$ cat src/ssw_pkg.sv
// Shared types and constants for the SMBIOS structure walker.
// No dependencies; imported by every module of the walker.
package ssw_pkg;

   localparam int unsigned QueueDepthDefault = 2;
   localparam int unsigned NumFields = 10;

   // Command codes on req_op
   localparam logic OP_BEGIN = 1'b0;
   localparam logic OP_BYTE  = 1'b1;

   // Configuration register indexes
   localparam logic CSR_TABLE_LENGTH    = 1'b0;
   localparam logic CSR_STRUCTURE_LIMIT = 1'b1;

   // Structure types with extra fields
   localparam logic [7:0] TYPE_PROCESSOR = 8'd4;
   localparam logic [7:0] TYPE_CACHE     = 8'd7;

   // Structure offsets of captured bytes
   localparam logic [8:0] OFF_CACHE_SIZE_LO = 9'h009;
   localparam logic [8:0] OFF_CACHE_SIZE_HI = 9'h00a;
   localparam logic [8:0] OFF_CACHE_KIND    = 9'h011;
   localparam logic [8:0] OFF_SOCKET        = 9'h019;
   localparam logic [8:0] OFF_L3_HI         = 9'h01f;
   localparam logic [8:0] OFF_SATURATE      = 9'h100;

   // Slots of the captured byte array
   localparam int unsigned SLOT_SIZE_LO = 0;
   localparam int unsigned SLOT_SIZE_HI = 1;
   localparam int unsigned SLOT_KIND    = 2;
   localparam int unsigned SLOT_SOCKET  = 3;
   localparam int unsigned SLOT_L1      = 4;
   localparam int unsigned SLOT_L2      = 6;
   localparam int unsigned SLOT_L3      = 8;

   localparam logic [7:0] SOCKET_FIRST = 8'h0f;
   localparam logic [7:0] SOCKET_LAST  = 8'h15;
   localparam logic [7:0] SOCKET_BIAS  = 8'h0e;
   localparam logic [7:0] KIND_FIRST   = 8'd3;
   localparam logic [7:0] KIND_LAST    = 8'd5;
   localparam logic [7:0] KIND_BIAS    = 8'd2;
   localparam logic [15:0] NO_HANDLE   = 16'hffff;
   localparam logic [7:0] MIN_HEADER   = 8'd4;

   typedef enum logic [1:0] {
      REC_COMPLETE  = 2'd0,
      REC_TRUNCATED = 2'd1,
      REC_EMPTY     = 2'd2
   } rec_kind_type;

   // One record as it leaves the parser, before field decoding
   typedef struct packed {
      rec_kind_type kind;
      logic         last;
      logic [7:0]   stype;
      logic [15:0]  handle;
      logic [NumFields-1:0][7:0] fld;
   } rec_type;

endpackage

$ cat src/ssw_front.sv
// Byte parser of the SMBIOS structure walker: tracks position, header and string set.
// Depends on ssw_pkg; pushes one rec_type per finished structure into the queue.
module ssw_front
   import ssw_pkg::*;
(
   input  logic        clock,
   input  logic        reset,
   input  logic        accept,
   input  logic        req_op,
   input  logic [7:0]  req_table_byte,
   input  logic [15:0] table_length,
   input  logic [15:0] structure_limit,
   output logic        push,
   output rec_type     push_rec
);

   logic [15:0] pos_ff, pos_in;
   logic [8:0]  off_ff, off_in;
   logic [7:0]  hlen_ff, hlen_in;
   logic [7:0]  htype_ff, htype_in;
   logic [15:0] hhandle_ff, hhandle_in;
   logic        pzero_ff, pzero_in;
   logic [15:0] seen_ff, seen_in;
   logic [NumFields-1:0][7:0] cap_ff, cap_in;
   logic        done_ff, done_in;

   logic [7:0]  hlen_new, htype_new, len_eff;
   logic [15:0] hhandle_new, seen_new;
   logic [NumFields-1:0][7:0] cap_new;
   logic [16:0] next_pos;
   logic        complete, last_byte, last, short_table;

   always_comb begin
      htype_new   = (off_ff == 9'd0) ? req_table_byte : htype_ff;
      hlen_new    = (off_ff == 9'd1) ? req_table_byte : hlen_ff;
      hhandle_new = hhandle_ff;
      if (off_ff == 9'd2) begin
         hhandle_new[7:0] = req_table_byte;
      end
      if (off_ff == 9'd3) begin
         hhandle_new[15:8] = req_table_byte;
      end
      cap_new = cap_ff;
      if (off_ff == OFF_CACHE_SIZE_LO) begin
         cap_new[SLOT_SIZE_LO] = req_table_byte;
      end
      if (off_ff == OFF_CACHE_SIZE_HI) begin
         cap_new[SLOT_SIZE_HI] = req_table_byte;
      end
      if (off_ff == OFF_CACHE_KIND) begin
         cap_new[SLOT_KIND] = req_table_byte;
      end
      for (int i = 0; i < 7; i++) begin
         if (off_ff == OFF_SOCKET + 9'(i)) begin
            cap_new[SLOT_SOCKET + i] = req_table_byte;
         end
      end
      len_eff     = (hlen_new < MIN_HEADER) ? MIN_HEADER : hlen_new;
      complete    = (req_table_byte == 8'd0) && pzero_ff;
      next_pos    = {1'b0, pos_ff} + 17'd1;
      last_byte   = next_pos >= {1'b0, table_length};
      seen_new    = seen_ff + 16'd1;
      // fewer than four bytes left after this one, or limit reached
      last        = ((next_pos + 17'd4) > {1'b0, table_length}) ||
                    (seen_new >= structure_limit);
      short_table = (table_length < 16'd4) || (structure_limit == 16'd0);
   end

   always_comb begin
      pos_in     = pos_ff;
      off_in     = off_ff;
      hlen_in    = hlen_ff;
      htype_in   = htype_ff;
      hhandle_in = hhandle_ff;
      pzero_in   = pzero_ff;
      seen_in    = seen_ff;
      cap_in     = cap_ff;
      done_in    = done_ff;
      push       = 1'b0;
      push_rec   = '{kind: REC_EMPTY, last: 1'b1, stype: 8'd0, handle: 16'd0, fld: '0};
      if (accept) begin
         if (req_op == OP_BEGIN) begin
            pos_in     = '0;
            seen_in    = '0;
            off_in     = '0;
            hlen_in    = '0;
            htype_in   = '0;
            hhandle_in = '0;
            pzero_in   = 1'b0;
            cap_in     = '0;
            done_in    = short_table;
            push       = short_table;
         end else if (!done_ff) begin
            hlen_in    = hlen_new;
            htype_in   = htype_new;
            hhandle_in = hhandle_new;
            cap_in     = cap_new;
            if (complete) begin
               push     = 1'b1;
               push_rec = '{kind: REC_COMPLETE, last: last, stype: htype_new,
                            handle: hhandle_new, fld: cap_new};
               seen_in    = seen_new;
               off_in     = '0;
               hlen_in    = '0;
               htype_in   = '0;
               hhandle_in = '0;
               pzero_in   = 1'b0;
               cap_in     = '0;
               pos_in     = next_pos[15:0];
               done_in    = last;
            end else if (last_byte) begin
               push     = 1'b1;
               push_rec = '{kind: REC_TRUNCATED, last: 1'b1, stype: htype_new,
                            handle: hhandle_new, fld: '0};
               done_in  = 1'b1;
            end else begin
               // a zero inside the string set arms the terminator check
               pzero_in = (req_table_byte == 8'd0) && (off_ff >= {1'b0, len_eff});
               off_in   = (off_ff < OFF_SATURATE) ? off_ff + 9'd1 : OFF_SATURATE;
               pos_in   = next_pos[15:0];
            end
         end
      end
   end

   always_ff @(posedge clock) begin
      if (reset) begin
         pos_ff     <= '0;
         off_ff     <= '0;
         hlen_ff    <= '0;
         htype_ff   <= '0;
         hhandle_ff <= '0;
         pzero_ff   <= 1'b0;
         seen_ff    <= '0;
         cap_ff     <= '0;
         done_ff    <= 1'b1;
      end else begin
         pos_ff     <= pos_in;
         off_ff     <= off_in;
         hlen_ff    <= hlen_in;
         htype_ff   <= htype_in;
         hhandle_ff <= hhandle_in;
         pzero_ff   <= pzero_in;
         seen_ff    <= seen_in;
         cap_ff     <= cap_in;
         done_ff    <= done_in;
      end
   end

endmodule

$ cat src/ssw_queue.sv
// Short record queue between the parser and the formatter.
// Depends on ssw_pkg for rec_type; depth set by the top level.
module ssw_queue
   import ssw_pkg::*;
#(
   parameter int unsigned DEPTH = QueueDepthDefault
)
(
   input  logic    clock,
   input  logic    reset,
   input  logic    push,
   input  rec_type push_rec,
   input  logic    pop,
   output logic    full,
   output logic    head_valid,
   output rec_type head_rec
);

   localparam int unsigned PtrW = (DEPTH > 1) ? $clog2(DEPTH) : 1;
   localparam int unsigned CntW = $clog2(DEPTH + 1);
   localparam logic [PtrW-1:0] PtrLast = PtrW'(DEPTH - 1);
   localparam logic [CntW-1:0] CntFull = CntW'(DEPTH);

   rec_type mem [DEPTH];
   logic [PtrW-1:0] wr_ptr_ff, wr_ptr_in, rd_ptr_ff, rd_ptr_in;
   logic [CntW-1:0] count_ff, count_in;

   assign full       = (count_ff == CntFull);
   assign head_valid = (count_ff != '0);
   assign head_rec   = mem[rd_ptr_ff];

   always_comb begin
      wr_ptr_in = wr_ptr_ff;
      rd_ptr_in = rd_ptr_ff;
      count_in  = count_ff;
      if (push) begin
         wr_ptr_in = (wr_ptr_ff == PtrLast) ? '0 : wr_ptr_ff + PtrW'(1);
      end
      if (pop) begin
         rd_ptr_in = (rd_ptr_ff == PtrLast) ? '0 : rd_ptr_ff + PtrW'(1);
      end
      if (push && !pop) begin
         count_in = count_ff + CntW'(1);
      end else if (pop && !push) begin
         count_in = count_ff - CntW'(1);
      end
   end

   always_ff @(posedge clock) begin
      if (push) begin
         mem[wr_ptr_ff] <= push_rec;
      end
   end

   always_ff @(posedge clock) begin
      if (reset) begin
         wr_ptr_ff <= '0;
         rd_ptr_ff <= '0;
         count_ff  <= '0;
      end else begin
         wr_ptr_ff <= wr_ptr_in;
         rd_ptr_ff <= rd_ptr_in;
         count_ff  <= count_in;
      end
   end

endmodule

$ cat src/ssw_back.sv
// Record formatter: decodes processor and cache fields and holds the result register.
// Depends on ssw_pkg; drains the record queue into the rsp_ channel.
module ssw_back
   import ssw_pkg::*;
(
   input  logic        clock,
   input  logic        reset,
   input  logic        head_valid,
   input  rec_type     head_rec,
   output logic        pop,
   input  logic        rsp_stall,
   output logic        rsp_valid,
   output logic [1:0]  rsp_record_kind,
   output logic        rsp_last_of_table,
   output logic [7:0]  rsp_struct_type,
   output logic [15:0] rsp_struct_handle,
   output logic [2:0]  rsp_socket_code,
   output logic [15:0] rsp_l1_cache_handle,
   output logic [15:0] rsp_l2_cache_handle,
   output logic [15:0] rsp_l3_cache_handle,
   output logic [1:0]  rsp_cache_kind,
   output logic [20:0] rsp_cache_size_kb
);

   logic        valid_ff;
   logic [1:0]  kind_ff, kind_in;
   logic        last_ff, last_in;
   logic [7:0]  stype_ff, stype_in;
   logic [15:0] handle_ff, handle_in;
   logic [2:0]  socket_ff, socket_in;
   logic [15:0] l1_ff, l1_in, l2_ff, l2_in, l3_ff, l3_in;
   logic [1:0]  ckind_ff, ckind_in;
   logic [20:0] size_ff, size_in;

   logic        load, is_complete;
   logic [7:0]  sock_byte, kind_byte;
   logic [15:0] size_word;

   // take a new record whenever the result register is free or being taken
   assign load = !valid_ff || !rsp_stall;
   assign pop  = head_valid && load;

   always_comb begin
      is_complete = (head_rec.kind == REC_COMPLETE);
      sock_byte   = head_rec.fld[SLOT_SOCKET];
      kind_byte   = head_rec.fld[SLOT_KIND];
      size_word   = {head_rec.fld[SLOT_SIZE_HI], head_rec.fld[SLOT_SIZE_LO]};
      kind_in     = head_rec.kind;
      last_in     = head_rec.last;
      stype_in    = head_rec.stype;
      handle_in   = head_rec.handle;
      socket_in   = '0;
      l1_in       = NO_HANDLE;
      l2_in       = NO_HANDLE;
      l3_in       = NO_HANDLE;
      ckind_in    = '0;
      size_in     = '0;
      if (is_complete && head_rec.stype == TYPE_PROCESSOR) begin
         if (sock_byte >= SOCKET_FIRST && sock_byte <= SOCKET_LAST) begin
            socket_in = 3'(sock_byte - SOCKET_BIAS);
         end
         l1_in = {head_rec.fld[SLOT_L1 + 1], head_rec.fld[SLOT_L1]};
         l2_in = {head_rec.fld[SLOT_L2 + 1], head_rec.fld[SLOT_L2]};
         l3_in = {head_rec.fld[SLOT_L3 + 1], head_rec.fld[SLOT_L3]};
      end else if (is_complete && head_rec.stype == TYPE_CACHE) begin
         if (kind_byte >= KIND_FIRST && kind_byte <= KIND_LAST) begin
            ckind_in = 2'(kind_byte - KIND_BIAS);
         end
         // granularity bit selects 64K units
         size_in = size_word[15] ? {size_word[14:0], 6'd0} : {6'd0, size_word[14:0]};
      end
   end

   always_ff @(posedge clock) begin
      if (reset) begin
         valid_ff <= 1'b0;
      end else if (load) begin
         valid_ff <= head_valid;
      end
   end

   always_ff @(posedge clock) begin
      if (pop) begin
         kind_ff   <= kind_in;
         last_ff   <= last_in;
         stype_ff  <= stype_in;
         handle_ff <= handle_in;
         socket_ff <= socket_in;
         l1_ff     <= l1_in;
         l2_ff     <= l2_in;
         l3_ff     <= l3_in;
         ckind_ff  <= ckind_in;
         size_ff   <= size_in;
      end
   end

   assign rsp_valid           = valid_ff;
   assign rsp_record_kind     = kind_ff;
   assign rsp_last_of_table   = last_ff;
   assign rsp_struct_type     = stype_ff;
   assign rsp_struct_handle   = handle_ff;
   assign rsp_socket_code     = socket_ff;
   assign rsp_l1_cache_handle = l1_ff;
   assign rsp_l2_cache_handle = l2_ff;
   assign rsp_l3_cache_handle = l3_ff;
   assign rsp_cache_kind      = ckind_ff;
   assign rsp_cache_size_kb   = size_ff;

endmodule

$ cat src/smbios_structure_walker.sv
// SMBIOS structure walker: one table byte or begin command per cycle on req_.
// A record reaches rsp_ from the byte that ends its structure by way of the parser
// into the record queue, then the formatter's result register.
// Throughput: one item per cycle while req_stall is low; req_stall rises only while the record queue is full.
// Reset (synchronous): both registers read 0, queue and result register empty,
// the walker ignores bytes until a begin command.
module smbios_structure_walker
   import ssw_pkg::*;
#(
   parameter int unsigned QUEUE_DEPTH = QueueDepthDefault
)
(
   input  logic        clock,
   input  logic        reset,
   input  logic        csr_wr_en,
   input  logic        csr_index,
   input  logic [15:0] csr_wr_data,
   input  logic        req_valid,
   output logic        req_stall,
   input  logic        req_op,
   input  logic [7:0]  req_table_byte,
   output logic        rsp_valid,
   input  logic        rsp_stall,
   output logic [1:0]  rsp_record_kind,
   output logic        rsp_last_of_table,
   output logic [7:0]  rsp_struct_type,
   output logic [15:0] rsp_struct_handle,
   output logic [2:0]  rsp_socket_code,
   output logic [15:0] rsp_l1_cache_handle,
   output logic [15:0] rsp_l2_cache_handle,
   output logic [15:0] rsp_l3_cache_handle,
   output logic [1:0]  rsp_cache_kind,
   output logic [20:0] rsp_cache_size_kb
);

   logic [15:0] table_length_ff, structure_limit_ff;
   logic        accept, push, pop, full, head_valid;
   rec_type     push_rec, head_rec;

   always_ff @(posedge clock) begin
      if (reset) begin
         table_length_ff    <= '0;
         structure_limit_ff <= '0;
      end else if (csr_wr_en) begin
         unique case (csr_index)
            CSR_TABLE_LENGTH:    table_length_ff    <= csr_wr_data;
            CSR_STRUCTURE_LIMIT: structure_limit_ff <= csr_wr_data;
            default: ;
         endcase
      end
   end

   assign req_stall = full;
   assign accept    = req_valid && !req_stall;

   ssw_front u_front (
      .clock           (clock),
      .reset           (reset),
      .accept          (accept),
      .req_op          (req_op),
      .req_table_byte  (req_table_byte),
      .table_length    (table_length_ff),
      .structure_limit (structure_limit_ff),
      .push            (push),
      .push_rec        (push_rec)
   );

   ssw_queue #(
      .DEPTH (QUEUE_DEPTH)
   ) u_queue (
      .clock      (clock),
      .reset      (reset),
      .push       (push),
      .push_rec   (push_rec),
      .pop        (pop),
      .full       (full),
      .head_valid (head_valid),
      .head_rec   (head_rec)
   );

   ssw_back u_back (
      .clock               (clock),
      .reset               (reset),
      .head_valid          (head_valid),
      .head_rec            (head_rec),
      .pop                 (pop),
      .rsp_stall           (rsp_stall),
      .rsp_valid           (rsp_valid),
      .rsp_record_kind     (rsp_record_kind),
      .rsp_last_of_table   (rsp_last_of_table),
      .rsp_struct_type     (rsp_struct_type),
      .rsp_struct_handle   (rsp_struct_handle),
      .rsp_socket_code     (rsp_socket_code),
      .rsp_l1_cache_handle (rsp_l1_cache_handle),
      .rsp_l2_cache_handle (rsp_l2_cache_handle),
      .rsp_l3_cache_handle (rsp_l3_cache_handle),
      .rsp_cache_kind      (rsp_cache_kind),
      .rsp_cache_size_kb   (rsp_cache_size_kb)
   );

endmodule

$ cat config.mk
export PLATFORM = sky130hd
export DESIGN_NAME = smbios_structure_walker
export DESIGN_NICKNAME = d
export VERILOG_FILES = /design/src/ssw_pkg.sv /design/src/ssw_front.sv /design/src/ssw_queue.sv /design/src/ssw_back.sv /design/src/smbios_structure_walker.sv
export SDC_FILE = /design/constraint.sdc
export NUM_CORES = 1
export LEC_CHECK = 0
export BUFFER_PORTS_ARGS = -buffer_cell sky130_fd_sc_hd__buf_4
export CAP_MARGIN = 0
export CORE_UTILIZATION = 65
export CTS_CLUSTER_SIZE = 24
export DETAILED_ROUTE_END_ITERATION = 16
export GPL_TIMING_DRIVEN = 0
export PLACE_DENSITY = 0.95
export SETUP_SLACK_MARGIN = 0.05
export SLEW_MARGIN = 20
export SYNTH_ARGS = -nofsm -noshare
export SYNTH_HDL_FRONTEND = slang
export SYNTH_SLANG_ARGS = --single-unit
$ cat constraint.sdc
create_clock -name clock -period 18.3 [get_ports clock]
set_clock_uncertainty 0.1 [all_clocks]
set_input_delay 3.66 -clock clock [delete_from_list [all_inputs] [get_ports clock]]
set_output_delay 3.66 -clock clock [all_outputs]
set_load 0.05 [all_outputs]
* After elaboration in Yosys (flattened, before gate mapping)
Memory sizes are Yosys's and may differ from the RTL's. A register that Yosys moved wholly into a read port is not among the register bits.
Cells that the tools add are included.
** Storage, ports and cells
- Register bits :: 293
- RAM bits :: 214
- Input port bits :: 31
- Output and inout port bits :: 103
- Word-level logic and storage cells :: 180
- Memories kept :: 1
** Cells by class
- $add $sub $neg :: 10
- $lt $le $gt $ge :: 11
- Equality and inequality tests :: 19
- Muxes and demuxes :: 65
- Bitwise gates (word level) :: 4
- Reductions and logical operators :: 34
** Memories
- u_queue.mem :: words 2, bits a word 107, rd ports 1, clocked after memory_dff 1, wr ports 1, line ssw_queue.sv:24 : rec_type mem [DEPTH];
** Operators by type and width (count)
- two-way mux 107 bit :: 5
- two-way mux 80 bit :: 3
- two-way mux 8 bit :: 21
- two-way mux 16 bit :: 10
- == test 9 x 5 -> 1 bit (second input constant) :: 8
- two-way mux 9 bit :: 5
- == test 9 x 2 -> 1 bit (second input constant) :: 2
- == test 9 x 4 -> 1 bit (second input constant) :: 2
- two-way mux 1 bit :: 18
- adder 16 x 1 -> 17 bit (second input constant) :: 1
- adder 17 x 3 -> 17 bit (second input constant) :: 1
- greater-or-equal comparator 17 x 16 -> 1 bit :: 1
- > comparator 17 x 16 -> 1 bit :: 1
- adder 16 x 1 -> 16 bit (second input constant) :: 1
- == test 8 x 3 -> 1 bit (second input constant) :: 2
- greater-or-equal comparator 16 bit :: 1
- logical NOT 16 bit :: 1
- < comparator 16 x 3 -> 1 bit (second input constant) :: 1
- two-way mux 15 bit :: 1
- logical AND 1 bit :: 10
- adder 9 x 1 -> 9 bit (second input constant) :: 1
- == test 9 x 1 -> 1 bit (second input constant) :: 1
- greater-or-equal comparator 9 x 8 -> 1 bit :: 1
- logical NOT 9 bit :: 1
- other kinds (26) :: 44

* Depth between registers and ports, before layout
- Word-level depth :: 11
- Gate-level depth with buffers :: 19
- Mapped depth without buffers :: 18

* Cells and area by module
From an unflattened synthesis, not the netlist that was laid out.
** Unflattened totals
- Cell total of the unflattened synthesis :: 2044
- Area total of the unflattened synthesis :: 23105.9 um2
** By module, submodules not included
- ssw_front :: times used 1, cells an instance 1340, area an instance 9857.0 um2, sequential area each 3103.0 um2
- ssw_queue :: times used 1, cells an instance 355, area an instance 8042.7 um2, sequential area each 6526.3 um2
- ssw_back :: times used 1, cells an instance 223, area an instance 3819.9 um2, sequential area each 3052.9 um2
- smbios_structure_walker :: times used 1, cells an instance 126, area an instance 1386.3 um2, sequential area each 640.6 um2

* Least setup slack after synthesis
Ideal clock, no wire load.
- Path kind :: input port to flip-flop
- Start :: input req_table_byte[6]
- End :: memory u_queue.mem[1][0] (netlist bit) (enable)
- Setup time :: 0.739 ns
- Arrival time :: 12.073 ns
- Required time :: 17.461 ns
- Setup slack :: 5.388 ns
- Stages on the path :: 5
- Path buffers :: 1
- Cell sequence :: buf_4 -> nor3_4 -> and4_1 -> o31ai_1 -> a21boi_0
** Between the ends
- Word-level cells in the longest chain between the ends :: 8
** RTL lines
- start, declared :: line smbios_structure_walker.sv:21 : input logic [7:0] req_table_byte,
- logical NOT 8 bit :: line ssw_front.sv:59 : complete = (req_table_byte == 8'd0) && pzero_ff;
- logical AND 1 bit :: line ssw_front.sv:59
- two-way mux 1 bit :: line ssw_front.sv:98 : if (complete) begin
- two-way mux 1 bit :: line ssw_front.sv:93 : end else if (!done_ff) begin
- two-way mux 1 bit :: line ssw_front.sv:82 : if (req_op == OP_BEGIN) begin
- two-way mux 1 bit :: line ssw_front.sv:81 : if (accept) begin
- two-way mux 1 bit :: line ssw_queue.sv:50 : if (push) begin
- two-way mux 1 bit (implied by the code) :: line ssw_queue.sv:51 : mem[wr_ptr_ff] <= push_rec;
- end, declared :: line ssw_queue.sv:24
No other way between the ends.

* Worst setup path after layout
- Start :: input req_table_byte[0]
- End :: register u_front.pzero_ff
** Between the ends
- Word-level cells in the longest chain between the ends :: 9
- Elaborated cells between the ends (all ways) :: 13
- Those cells by class :: 2 x order compare; 1 x eq/ne; 6 x mux; 4 x reduce/logical
** RTL lines
- two-way mux 8 bit :: line ssw_front.sv:35 : hlen_new = (off_ff == 9'd1) ? req_table_byte : hlen_ff;
- < comparator 8 x 3 -> 1 bit :: line ssw_front.sv:58 : len_eff = (hlen_new < MIN_HEADER) ? MIN_HEADER : hlen_new;
- two-way mux 8 bit :: line ssw_front.sv:58
- greater-or-equal comparator 9 x 8 -> 1 bit :: line ssw_front.sv:118 : pzero_in = (req_table_byte == 8'd0) && (off_ff >= {1'b0, len_eff});
- logical AND 1 bit :: line ssw_front.sv:118
- two-way mux 1 bit :: line ssw_front.sv:111 : end else if (last_byte) begin
- two-way mux 1 bit :: line ssw_front.sv:98
- two-way mux 1 bit :: line ssw_front.sv:93
- two-way mux 1 bit :: line ssw_front.sv:82
- end signal, assigned :: line ssw_front.sv:143 : pzero_ff <= pzero_in;
- end, declared :: line ssw_front.sv:22 : logic pzero_ff, pzero_in;
Several ways; a longest one is shown, not always the timed one. The select of a mux whose other input is x is not followed.
A chain may end at the register's enable or synchronous reset.

==> run_results.csv <==
group,metric,value,unit
run_status,outcome,"finished clean",
pwr,seq_power_share,0.455,
synth,synth_cell_types,75,
placed_design,placedCellCount,2587,
pwr,ir_worst_vdd,0.0001030,V
timing,setup-violations-final,0,
clock_network,cts_setup_buffers,0,
global_route,antenna_found_initial,2,
worst_setup_path,critPathMaxStageDelay,0.63,ns
route,drt_pass1_iterations,6,
clock_network,clk_latency,0.58,ns
route,drc,0,
timing,hold_violations,0,
cells_and_area,largest-register,"u_queue.mem",
die,io_pins,134,
route,wl_met3,5.794,mm
synth,async_reset_ff_frac,0,
worst_setup_path,cp.required,18.64,ns
cells_and_area,fin_nets,2283,
pwr,switching_share,0.3004,
route,num_vias,17410,
pwr,power.total,2.977,mW
cells_and_area,layout_commonest_cell,"edfxtp_1",
die,initial_core_util,0.6655,
synth,synth-seq-cells,508,
synth,syn-cell-area,22430,um^2
pwr,power.leakage,8.995,nW
clock_network,cts_buffer_depth,3,
worst_setup_path,r2r_slack,12.41,ns
pwr,power_frac_comb,0.204,
route,antenna_left,0,
pwr,p_sw,0.8945,mW
pwr,intPower,2.083,mW
flow_run,cap_violations,0,
synth,synthFlopType,"edfxtp_1",
die,core_area,33700,um^2
cells_and_area,largest_reg_flops,214,
worst_setup_path,timing.rr.end,"u_queue.count_ff[1]$_SDFFE_PP0P_",
cells_and_area,drive_above_1_share,0.1345,
clock_network,cts_root_buffer,"clkbuf_16",
die,rows,67,
synth,ys_seq_area_frac,0.5940,
pwr,p_per_area,115.0,nW/um^2
timing,period_minus_slack,6.601,ns
timing,finalCritPeriodShare,0.3607,
timing,relSlewSlack,0.2418,
global_route,grt_max_degree,70,
synth,ys_warn_count,0,
route,viasPerCell,6.495,
route,m1WireLength,21.16,mm
synth,synth_edf_count,315,
worst_setup_path,cp_max_fo,10,
worst_setup_path,cp_slowest_cell,"clkbuf_1",
worst_setup_path,path_cells,"buf_4 > clkbuf_1 > clkbuf_1 > nand3_1 > a21oi_1 > ha_1 > nand2b_1 > a21o_1 > a21oi_1 > o21ai_0 > a21o_1 > a2111oi_0 > o31ai_1",
global_route,grtUsageTotal,0.3313,
cells_and_area,area_growth,15.44,%
global_route,grt_pass1_wl,91.07,mm
global_route,grt_pass1_vias,16950,
synth,synth_cells,2000,
clock_network,numCtsBuffers,49,
worst_setup_path,cp.arrival,6.94,ns
timing,rsz0062_at_grt,"no",
worst_setup_path,endpoint,"u_front.pzero_ff$_SDFFE_PP0P_",
die,dieArea,35250,um^2
worst_setup_path,critPathLaunchType,"input port",
placed_design,hpwlAfterDp,39.72,mm
worst_setup_path,startpoint,"req_table_byte[0]",
worst_setup_path,worstSetupPathType,"input port to register",
placed_design,port_buffers,128,
worst_setup_path,end_kind,"register",
clock_network,cts_tree,"yes",
timing,tns,0,ns
placed_design,finalWeightedCongestion,0.9493,
clock_network,ctsHoldBuffers,0,
timing,worst_slew_pin_slew,1.129,ns
cells_and_area,mostFrequentLayoutCells,"315 x edfxtp_1, 273 x nor2_1, 214 x nand2_1",
die,fp.dieW,187.8,um
route,avgRoutedWirePerCell,22.18,um
cells_and_area,final-instance-count-excl-fill,2680,
global_route,grt.overflow.total,0,
pwr,clkPwrFrac,0.340,
route,top_layer,"met4",
clock_network,htree_levels,2,
clock_network,clkTransAtPathRegs,0.06,ns
timing,fmax,151.5,MHz
synth,syn_area_per_cell,11.21,um^2
route,wl,59.45,mm
clock_network,clock-sinks,508,
timing,drv_slew,0,
clock_network,cts_resized,0,
die,die_y,187.8,um
worst_setup_path,r2r_cells,18,
route,wl_met2,29.47,mm
worst_setup_path,r2r_start,"u_front.pos_ff[0]$_SDFFE_PP0P_",
timing,finalWorstSetupSlack,11.70,ns
min_path,hp-class,"register to register",
route,drt_iter0_markers,2133,
synth,syn_nets,2093,
placed_design,dpl_worst_slack,11.35,ns
## worst max-delay path: cells and delay by family
| kind | cells | cell delay [ns] |
|---|---|---|
| adder cells (fa/ha/maj) | 1 | 0.23 |
| AND/OR/NAND/NOR | 2 | 0.30 |
| AO/OA/AOI/OAI | 7 | 1.43 |
| buffers and inverters | 3 | 1.33 |
## synthesized netlist by cell type, drive strengths merged, types with 4 or more instances
| library cell | number | share of area |
|---|---|---|
| mux2 | 30 | 0.016 |
| o211ai | 4 | 0.0013 |
| nor3 | 31 | 0.0076 |
| a211oi | 23 | 0.0079 |
| nor2b | 19 | 0.0053 |
| xor2 | 20 | 0.0078 |
| nand3 | 57 | 0.013 |
| a22oi | 114 | 0.038 |
| nand4 | 19 | 0.0056 |
| a21o | 7 | 0.0023 |
| clkbuf | 90 | 0.015 |
| nand2b | 11 | 0.0031 |
| a31oi | 5 | 0.0014 |
| edfxtp | 315 | 0.42 |
| and3 | 11 | 0.0031 |
| and2 | 6 | 0.0017 |
| dfxtp | 193 | 0.17 |
| buf | 31 | 0.0074 |
| o21ai | 39 | 0.0087 |
| inv | 49 | 0.0082 |
| ha | 62 | 0.035 |
| nand2 | 214 | 0.036 |
| mux2i | 162 | 0.072 |
| xnor2 | 23 | 0.0090 |
| nor2 | 285 | 0.049 |
| a21oi | 99 | 0.022 |
| nor4 | 15 | 0.0049 |
| nand4b | 4 | 0.0016 |
| o31ai | 4 | 0.0013 |
| or3 | 9 | 0.0027 |
## metal layers
layer,up-vias,GRT usage
li1,7623,-
met1,8314,0.3959
met2,1195,0.5726
met3,275,0.05727
met4,0,0.1764
met5,-,0
## power groups by stage
stage	Sequential (mW)	Clock [mW]	Combinational, mW
3_3_place_gp	1.40	0	0.553
2_1_floorplan	1.52	0	0.269
6_report	1.35	1.01	0.609
5_1_grt	1.36	1.05	0.637
3_5_place_dp	1.38	0	0.595
4_1_cts	1.36	1.01	0.602
## final cells by class
| cell class | instances | area [um^2] |
|---|---|---|
| flip-flops and latches | 508 | 13320 |
| multi-input cells | 1320 | 8433 |
| fillers | 1937 | 7810 |
| clock buffers | 69 | 1410 |
| repair buffers | 139 | 1264 |
| well taps | 448 | 560.5 |
| plain buffers | 121 | 503.0 |
| clock inverters | 22 | 197.7 |
| inverters | 51 | 193.9 |
| diodes | 2 | 5.005 |
## cell families (layout without fill, tap and decap cells)
group | after synthesis | after routing | synth area share
AOI/OAI and AO/OA | 320 | 320 | 0.09289
xor gates and xnor gates | 43 | 43 | 0.01679
adders and majority gates | 62 | 62 | 0.03459
buffers and inverters | 172 | 402 | 0.03096
DFF | 508 | 508 | 0.5940
muxes | 192 | 192 | 0.08787
other | 0 | 2 | 0
and+or+nand+nor | 703 | 703 | 0.1429
## worst min path at each step
stage / from / depth (start not counted) / to
CTS: structure_limit_ff[6]$_SDFFE_PP0P_ / 2 / structure_limit_ff[6]$_SDFFE_PP0P_
global route: table_length_ff[1]$_SDFFE_PP0P_ / 2 / table_length_ff[1]$_SDFFE_PP0P_
floorplan: table_length_ff[1]$_SDFFE_PP0P_ / 2 / table_length_ff[1]$_SDFFE_PP0P_
global placement: structure_limit_ff[1]$_SDFFE_PP0P_ / 2 / structure_limit_ff[1]$_SDFFE_PP0P_
finish: table_length_ff[15]$_SDFFE_PP0P_ / 2 / table_length_ff[15]$_SDFFE_PP0P_
detailed placement: table_length_ff[7]$_SDFFE_PP0P_ / 2 / table_length_ff[7]$_SDFFE_PP0P_
## stage by stage
step,utilization,cell area [um^2],hold WS [ns]
finish,0.7682,25890,0.3797
global route,0.7682,25890,0.3943
CTS,0.7681,25880,0.3778
detailed placement,0.7204,24280,0.3705
global placement,0.7107,23950,0.3619
floorplan,-,22430,0.3363
Note: power is estimated with default switching activity, not from simulation.
